File: config.mk
export PLATFORM = sky130hd
export DESIGN_NAME = aes_ctrl
export DESIGN_NICKNAME = d
export VERILOG_FILES = /design/src/sv/aes_pkg.sv /design/src/sv/aes_ctrl.sv
export SDC_FILE = /design/constraint.sdc
export NUM_CORES = 1
export LEC_CHECK = 0
export CAP_MARGIN = 20
export CELL_PAD_IN_SITES_DETAIL_PLACEMENT = 0
export CELL_PAD_IN_SITES_GLOBAL_PLACEMENT = 1
export CORE_AREA = 10 10 47 49
export DETAILED_ROUTE_END_ITERATION = 12
export DIE_AREA = 0 0 57 59
export DONT_BUFFER_PORTS = 1
export GPL_ROUTABILITY_DRIVEN = 1
export GPL_TIMING_DRIVEN = 0
export HOLD_SLACK_MARGIN = 0.15
export PLACE_DENSITY = 0.31
export SETUP_SLACK_MARGIN = 0.3
export SLEW_MARGIN = 20
export SYNTH_ARGS = -nofsm -noshare
export SYNTH_HDL_FRONTEND = slang
export SYNTH_SLANG_ARGS = --single-unit
File: constraint.sdc
create_clock -name aclk -period 1.9 [get_ports aclk]
set_input_delay 0.57 -clock aclk [delete_from_list [all_inputs] [get_ports aclk]]
set_output_delay 0.57 -clock aclk [all_outputs]
set_load 0.01 [all_outputs]
File: src/sv/aes_pkg.sv
package aes_pkg;

    localparam int XW = 24;
    localparam int CW = 24;
    localparam int OPAW = 36;
    localparam int OPBW = 26;
    localparam int PW = OPAW + OPBW;
    localparam int TW = 42;
    localparam int SW = 44;
    localparam int FRAC = 20;
    localparam logic signed [CW-1:0] Q_ONE = 24'sd1048576;
    localparam logic signed [CW-1:0] Q24_MAX = 24'sd8388607;
    localparam logic signed [CW-1:0] Q24_MIN = -24'sd8388608;

    localparam logic [2:0] KIND_BYPASS = 3'd0;
    localparam logic [2:0] KIND_GAIN = 3'd1;
    localparam logic [2:0] KIND_LOWPASS = 3'd2;
    localparam logic [2:0] KIND_HIGHPASS = 3'd3;
    localparam logic [2:0] KIND_ECHO = 3'd4;
    localparam logic [2:0] KIND_CLIP = 3'd5;
    localparam logic [2:0] KIND_GATE = 3'd6;
    localparam logic [2:0] KIND_COMP = 3'd7;

    localparam logic [2:0] REG_KIND = 3'd0;
    localparam logic [2:0] REG_COEF_A = 3'd1;
    localparam logic [2:0] REG_COEF_B = 3'd2;
    localparam logic [2:0] REG_COEF_C = 3'd3;
    localparam logic [2:0] REG_ECHO_LEN = 3'd4;

    typedef struct packed {
        logic [2:0] kind;
        logic signed [CW-1:0] coef_a;
        logic signed [CW-1:0] coef_b;
        logic signed [CW-1:0] coef_c;
        logic [14:0] echo_length;
    } cfg_t;

    typedef struct packed {
        logic capture;
        logic restart;
        logic step1;
        logic step2;
        logic commit;
    } cmd_t;

endpackage

File: src/sv/aes_ctrl.sv
module aes_ctrl
    import aes_pkg::*;
(
    input  logic aclk,
    input  logic aresetn,
    input  logic s_valid,
    output logic s_ready,
    output logic m_valid,
    input  logic m_ready,
    output cmd_t cmd
);

    typedef enum logic [2:0] {
        ST_IDLE,
        ST_PREP,
        ST_MUL1,
        ST_MUL2,
        ST_FIN
    } state_t;

    state_t state_reg, state_next;
    logic m_valid_reg, m_valid_next;

    assign s_ready = (state_reg == ST_IDLE);
    assign m_valid = m_valid_reg;

    always_comb begin
        state_next = state_reg;
        m_valid_next = m_valid_reg;
        cmd = '0;
        if (m_valid_reg && m_ready) begin
            m_valid_next = 1'b0;
        end
        case (state_reg)
            ST_IDLE: begin
                if (s_valid) begin
                    cmd.capture = 1'b1;
                    state_next = ST_PREP;
                end
            end
            ST_PREP: begin
                cmd.restart = 1'b1;
                state_next = ST_MUL1;
            end
            ST_MUL1: begin
                cmd.step1 = 1'b1;
                state_next = ST_MUL2;
            end
            ST_MUL2: begin
                cmd.step2 = 1'b1;
                state_next = ST_FIN;
            end
            ST_FIN: begin
                if (!m_valid_reg || m_ready) begin
                    cmd.commit = 1'b1;
                    m_valid_next = 1'b1;
                    state_next = ST_IDLE;
                end
            end
            default: state_next = ST_IDLE;
        endcase
    end

    always_ff @(posedge aclk) begin
        if (!aresetn) begin
            state_reg <= ST_IDLE;
            m_valid_reg <= 1'b0;
        end else begin
            state_reg <= state_next;
            m_valid_reg <= m_valid_next;
        end
    end

endmodule

Yosys cells after proc, flatten, opt, wreduce, memory -nomap -nowiden
Index checks and enable logic that the tools add are counted. W data, S select, Z words.

Bits in registers: 4. Output and inout bits: 7.

Eq/ne operators: 6. Muxes and demuxes: 13. Reductions and logical operators: 5.

Operators by type and width (count): $pmux W3 S5 (1); $mux W1 (10); $eq A3 B2 Y1 const B (2); $mux W3 (2); $ne A2 B2 Y1 const B (2); $eq A3 B1 Y1 const B (1); $eq A3 B3 Y1 const B (1); $logic_not A3 Y1 (1); $reduce_and A2 Y1 (1); $logic_and A1 B1 Y1 (1); $logic_not A1 Y1 (1); $logic_or A1 B1 Y1 (1).

Depth between registers and ports, before layout
Gate-level depths: netlist (run 1).

Depth after elaboration: 4. Depth in mapped cells: 2. Gate-level depth less buffers: 2.

Worst setup path before layout (run 1)
Ideal clock, no wire load.

Path kind: register -> output. From: register state_reg[2]. To: output port cmd[0] (netlist name). Arrival time: 0.993 ns. Path slack: 0.337 ns. Cell stages (with the launch flop): 3. Buffers on the path: 0. Path through: dfxtp_1 or3b_4 nor2b_1.

RTL lines: start, declared (RTL line aes_ctrl.sv:21) `state_t state_reg, state_next;`; start signal, assigned (RTL line aes_ctrl.sv:69) `state_reg <= state_next;`; end, declared (RTL line aes_ctrl.sv:10) `output cmd_t cmd`.

==> run summary, run 1 <==
Worst EP arrival = 1.15 ns
WL/cell = 13.7 um
Row count = 14
Min-Delay Path Class = input port to register
DRT Wirelength = 574 um
Worst clock skew = 0.00327 ns
Antenna diodes = 0
Ports = 11
First drt pass iteration count = 4
Syn Inst Count = 19
Hold WS = 0.437 ns
Max-cap violations = 0
Worst-Skew Late Latency = 0.24 ns
Slew headroom = 81.0%
Synth cell types = 13
Final instance area = 310 um2
Via count = 175
Fin crit period = 1.72 ns
CTS Sinks = 4
Status = complete, no violations
Max FFs per register = 3
Grt total ovfl = 0
CTS tree = yes
Placement Cell Area = 220 um2
Clk slew on worst S/H paths = 0.04 ns
Metal2 WL = 216 um
Maximum clock frequency = 0.581 GHz
Vias in the first global route = 190
Die height = 59 um
DRC violations left = 0
CTS buffer count = 3
Critical-path maximum fanout = 6
Initial antenna violation count = 0
Wire length on met1 = 250 um
TNS Setup = 0 ns
Largest net degree at the start of global routing = 8
Gp weighted congestion = 0.655
Setup slack at placement = 0.214 ns
P&R area growth vs syn = 55.0%
CTS Buffer Depth = 2
Starting Density = 14.3%
Total power after layout = 252 uW
Tcrit/Tclk final = 90.6%
Share of post-route cells with drive strength above 1 = 69.2%
Final core utilization = 22.1%
Seq/Total Area, Yosys = 40.0%
Crit Path Class = register to primary output
Mapped Area = 200 um2
Clock root buffer = clkbuf_4
Setup ws final = 0.179 ns
Post-route ant nets = 0
Final setup viols = 0
Setup crit start kind = register
Number of port buffers = 0
Die W = 57 um
Total number of yosys warnings = 0
All-Layer GR Usage = 3.97%
Final #Nets = 32
Crit end category = primary output
Die area = 3360 um2
Critical Path RT = 1.33 ns
Power per Cell Area = 814 nW/um2
First-pass GRT wire length = 917 um
Post-cts hold buffer count = 0
Pins Over Slew Limit = 0
Top routing layer in use = met3
CP max stage delay = 0.40 ns
H-Tree Depth = 1
Max IR drop VDD = 0.373 mV
DR iter-0 viols = 6
DR WL met3 = 108 um
Worst slew pin tran = 0.284 ns
Dpl cells = 35
CP Cell Sequence = or3b_4 -> nor2b_4
Final hold vios = 0
Drt via density = 4.17
Crit-path slowest cell = or3b_4
Post-Syn Nets = 23
RSZ-0062 raised after global routing = yes
Layout Cells excl Fill = 42
CORE AREA = 1400 um2
Leakage = 0.117 nW
Post-synthesis register bit count = 4
Mean Syn Cell Area = 10.5 um2
## routing by layer
| metal | up-vias | global-route usage, % |
|---|---|---|
| li1 | 83 | - |
| met1 | 78 | 4.14 |
| met2 | 14 | 4.19 |
| met3 | 0 | 5.15 |
| met4 | 0 | 2.01 |
| met5 | - | 0 |
## worst paths after layout
check | from | end | slack [ns] | cells past startpoint
max | state_reg[2]$_SDFFE_PN0P_ | cmd[0] | 0.18 | 2
max reg2reg | state_reg[2]$_SDFFE_PN0P_ | state_reg[2]$_SDFFE_PN0P_ | 0.80 | 3
min | aresetn | state_reg[2]$_SDFFE_PN0P_ | 0.44 | 1
min reg2reg | state_reg[2]$_SDFFE_PN0P_ | state_reg[0]$_SDFFE_PN0P_ | 0.46 | 1
## power by group
| part | total, mW | leakage, nW | internal (mW) | switching, mW |
|---|---|---|---|---|
| Combinational | 0.0463 | 0.0692 | 0.0255 | 0.0208 |
| Clock | 0.105 | 0.0138 | 0.0706 | 0.0349 |
| Sequential | 0.101 | 0.0344 | 0.0904 | 0.0103 |
## cell families after synthesis
| logic type | after synthesis | share of synthesized area, % |
|---|---|---|
| AND/OR/NAND/NOR | 11 | 40.0 |
| flip-flops | 4 | 40.0 |
| AO/OA/AOI/OAI | 3 | 15.6 |
| XOR/XNOR | 1 | 4.38 |
## Yosys cell counts
cell type  count  area [um2]
nand3b_1       1        7.51
xnor2_1        1        8.76
nand2b_1       1        6.26
o2bb2ai_2      1        15.0
dfxtp_1        4        80.1
or3b_4         1        11.3
and3b_2        1        10.0
nor3_1         2        10.0
o21ai_0        1        5.00
a21boi_2       1        11.3
and2_1         1        6.26
nor3b_1        3        22.5
nor2b_1        1        6.26
## final cells by class
| type | instances | area (um2) |
|---|---|---|
| clock buffers | 3 | 22.5 |
| fillers | 154 | 1090 |
| multi-input cells | 15 | 149 |
| flip-flops and latches | 4 | 88.8 |
| well taps | 16 | 20.0 |
| repair buffers | 4 | 30.0 |
## repair_timing
action / in CTS / in global routing
gates resized for setup: 10 / 1
pin swaps: 1 / 0
endpoints found under the hold margin: 0 / 0
buffers inserted: 4 / 0
endpoints found under the setup margin: 5 / 4
cloned: 0 / 0
## worst max-delay path: cells and delay by family (launching register included)
family / cells / cell delay (ns)
flip-flops: 1 / 0.37
AND/OR/NAND/NOR: 2 / 0.54
## cell usage in the layout, fill, tap and decap left out
cell,netlist,final
buf_4,0,4
clkbuf_4,0,3
dfxtp_4,0,2
nor3b_4,0,1
nor3b_2,0,1
and3b_2,1,1
nor3_2,0,1
or3b_4,1,1
nand2b_1,1,1
nor2b_4,0,1
and2_1,1,1
a21boi_2,1,1
xnor2_1,1,1
nor3b_1,3,1
o21ai_0,1,1
nor3_1,2,1
nand3b_1,1,1
o2bb2ai_2,1,1
dfxtp_1,4,1
dfxtp_2,0,1
(Power assumes the default switching activity.)
==> inputs of run 2 (changes only) <==
--- a/config.mk
+++ b/config.mk
@@ -5,6 +5,7 @@
 export SDC_FILE = /design/constraint.sdc
 export NUM_CORES = 1
 export LEC_CHECK = 0
+export ABC_AREA = 1
 export CAP_MARGIN = 20
 export CELL_PAD_IN_SITES_DETAIL_PLACEMENT = 0
 export CELL_PAD_IN_SITES_GLOBAL_PLACEMENT = 1
@@ -15,7 +16,7 @@
 export GPL_ROUTABILITY_DRIVEN = 1
 export GPL_TIMING_DRIVEN = 0
 export HOLD_SLACK_MARGIN = 0.15
-export PLACE_DENSITY = 0.31
+export PLACE_DENSITY = 0.33
 export SETUP_SLACK_MARGIN = 0.3
 export SLEW_MARGIN = 20
 export SYNTH_ARGS = -nofsm -noshare
==> constraint.sdc (replaced) <==
create_clock -name aclk -period 1.7 [get_ports aclk]
set_input_delay 0.51 -clock aclk [delete_from_list [all_inputs] [get_ports aclk]]
set_output_delay 0.51 -clock aclk [all_outputs]
set_load 0.01 [all_outputs]
==> run summary, run 2 <==
Status = complete, no violations
Hold path depth = 2 (+1)
DRT Wirelength = 617 um (+7.5%)
TNS Setup = 0 ns (unchanged)
CORE AREA = 1400 um2 (unchanged)
Die area = 3360 um2 (unchanged)
Worst slew pin tran = 0.281 ns (-0.00279 ns)
Largest net degree at the start of global routing = 7 (-1)
Slew headroom = 81.1% (+0.15 points)
Via count = 202 (+15%)
Antenna diodes = 0 (unchanged)
Reg-to-reg critical path startpoint = m_valid$_SDFF_PN0_
Placement Cell Area = 224 um2 (+1.7%)
Crit-path slowest cell = dfxtp_4
Worst EP arrival = 0.94 ns (-0.21 ns)
Number of port buffers = 0 (unchanged)
First-pass GRT wire length = 897 um (-2.2%)
Ys async rst share = 0% (unchanged)
CTS Sinks = 4 (unchanged)
Gp weighted congestion = 0.644 (-1.7%)
Most used DFF post-synth = dfxtp_1
Die height = 59 um (unchanged)
All-Layer GR Usage = 4.02% (+0.047 points)
Top cells by count, synth = 8 x inv_1, 5 x nor2_1, 4 x dfxtp_1, 3 x nand3_1
Critical Path RT = 1.19 ns (-0.14 ns)
Fin crit period = 1.45 ns
Worst Hold Endpoint = state_reg[0]$_SDFFE_PN0P_
DRC violations left = 0 (unchanged)
Worst Hold Launch = s_valid
Setup crit start kind = register
Synth top area cells = dfxtp_1 41%, inv_1 15%, nor2_1 9.5%
Drt via density = 4.04 (-3.0%)
Max FFs per register = 3 (unchanged)
Worst clock skew = 0.00314 ns (-0.000129 ns)
Final #Nets = 40 (+25%)
Max IR drop VDD = 0.189 mV (-49%)
Pins Over Slew Limit = 0 (unchanged)
Number of flops mapped to enable cells by yosys = 0 (unchanged)
Final instance area = 302 um2 (-2.8%)
R2R Path End = state_reg[2]$_SDFFE_PN0P_
Most frequent cells in the layout = 5 x inv_2, 4 x inv_1, 3 x nor2_1, 3 x clkbuf_4, 3 x dfxtp_4
WL/cell = 12.3 um (-9.7%)
Most numerous cell in the Yosys netlist = inv_1
Starting Density = 14.1% (-0.18 points)
Layout Cells excl Fill = 50 (+19%)
CP max stage delay = 0.36 ns (-0.04 ns)
Crit path buf inv count = 0 (unchanged)
R2R setup slack = 0.77 ns (-0.03 ns)
Post-route ant nets = 0 (unchanged)
Crit Path Class = register to primary output
H-Tree Depth = 1 (unchanged)
Dpl cells = 46 (+31%)
DR iter-0 viols = 0 (-6)
CP Cell Sequence = nor4_4
Ports = 11 (unchanged)
Vias in the first global route = 213 (+12%)
Critical-path maximum fanout = 6 (unchanged)
Mapped Area = 198 um2 (-1.2%)
Post-cts hold buffer count = 0 (unchanged)
Commonest non-fill, non-tap cell in the layout = inv_2
Synth top area share = 40.5% (+0.51 points)
Crit end category = primary output
P&R area growth vs syn = 52.5%
Synth cell types = 11 (-2)
DP HPWL = 466 um
Share of post-route cells with drive strength above 1 = 61.8% (-7.5 points)
Max-cap violations = 0 (unchanged)
Row count = 14 (unchanged)
Post-Syn Nets = 34 (+48%)
Die W = 57 um (unchanged)
CTS Buffer Depth = 2 (unchanged)
CTS tree = yes
Setup crit start = state_reg[0]$_SDFFE_PN0P_
Mean Syn Cell Area = 6.59 um2 (-37%)
Min-Delay Path Class = input port to register
Power per Cell Area = 894 nW/um2 (+9.9%)
Tcrit/Tclk final = 85.1%
Total number of yosys warnings = 0 (unchanged)
Clock root buffer = clkbuf_4
Critical path's top delay family = flip-flops
Final hold vios = 0 (unchanged)
Maximum clock frequency = 0.692 GHz
Layout filler cell count = 173 (+12%)
Initial antenna violation count = 0 (unchanged)
First drt pass iteration count = 1 (-3)
Seq/Total Area, Yosys = 40.5% (+0.51 points)
CTS buffer count = 3 (unchanged)
Final setup viols = 0 (unchanged)
Grt total ovfl = 0 (unchanged)
Clk slew on worst S/H paths = 0.03 ns (about the same)
Post-synthesis register bit count = 4 (unchanged)
Syn Inst Count = 30 (+11)
RSZ-0062 raised after global routing = yes
Leakage = 0.125 nW (+6.4%)
Worst-Skew Late Latency = 0.23 ns (about the same)
Reg2reg path depth = 4 (+1)
Cell taking the most area after synthesis = dfxtp_1
[run 2: changes by cell type after synthesis, sizes merged, moves of 2 or more]
cell   delta
nor3      -2
inv      +10
nor3b     -3
a21oi     +3
nand2     +2
nand3     +3
nor2      +6
[run 2: worst max-delay path by stage]
stage / endpoint / slack (ns) / depth (start not counted)
2_1_floorplan: cmd[0] / 0.42 / 2
3_3_place_gp: cmd[0] / 0.36 / 2
3_5_place_dp: cmd[0] / 0.35 / 2
4_1_cts: cmd[0] / 0.23 / 2
5_1_grt: cmd[0] / 0.19 / 1
6_report: cmd[0] / 0.25 / 1
[run 2: final cells by class]
| type | count | area, um2 | area share (%) |
|---|---|---|---|
| sequential | 4 | 91.3 | 30.3 |
| clock buffer | 3 | 22.5 | 7.47 |
| inverter | 10 | 40.0 | 13.3 |
| tap | 16 | 20.0 | 6.64 |
| multi-input combinational | 16 | 120 | 39.8 |
| timing repair buffer | 1 | 7.51 | 2.49 |
[run 2: cell families after synthesis]
kind of cell	Yosys count	synth area share [%]
AO/OA/AOI/OAI	4	13.3
flip-flops	4	40.5
AND/OR/NAND/NOR	12	27.2
buffers and inverters	10	19.0
[run 2: where the power goes]
part	switching, mW	leakage [nW]	internal, mW	total, mW
combinational	0.0294	0.0765	0.0144	0.0438
clock	0.0370	0.0138	0.0788	0.116
sequential	0.0118	0.0348	0.0981	0.110
total	0.0781	0.125	0.191	0.270
[run 2: routing by layer]
metal	vias to the layer above	wire length [um]	GRT usage [%]
met4	0	28	7.05
li1	101	-	-
met5	-	0	0
met1	91	247	3.20
met2	8	281	4.81
met3	2	59	3.00
[run 2: per-stage QoR]
| stage | hold WS (ns) | util (%) | power, mW | worst slack (ns) |
|---|---|---|---|---|
| 3_3_place_gp | 0.528 | 16.0 | 0.143 | 0.358 |
| 6_report | 0.464 | 21.5 | 0.270 | 0.254 |
| 3_5_place_dp | 0.540 | 16.0 | 0.142 | 0.351 |
| 2_1_floorplan | 0.505 | - | 0.135 | 0.417 |
| 5_1_grt | 0.465 | 21.5 | 0.289 | 0.193 |
| 4_1_cts | 0.458 | 20.4 | 0.277 | 0.227 |
[run 2: timing repair]
action                                 4_1_cts  5_1_grt
setup buffers                                1        0
setup endpoints to repair                    6        6
gates resized for setup                     12        7
pin swaps                                    1        1
endpoints found under the hold margin        0        0
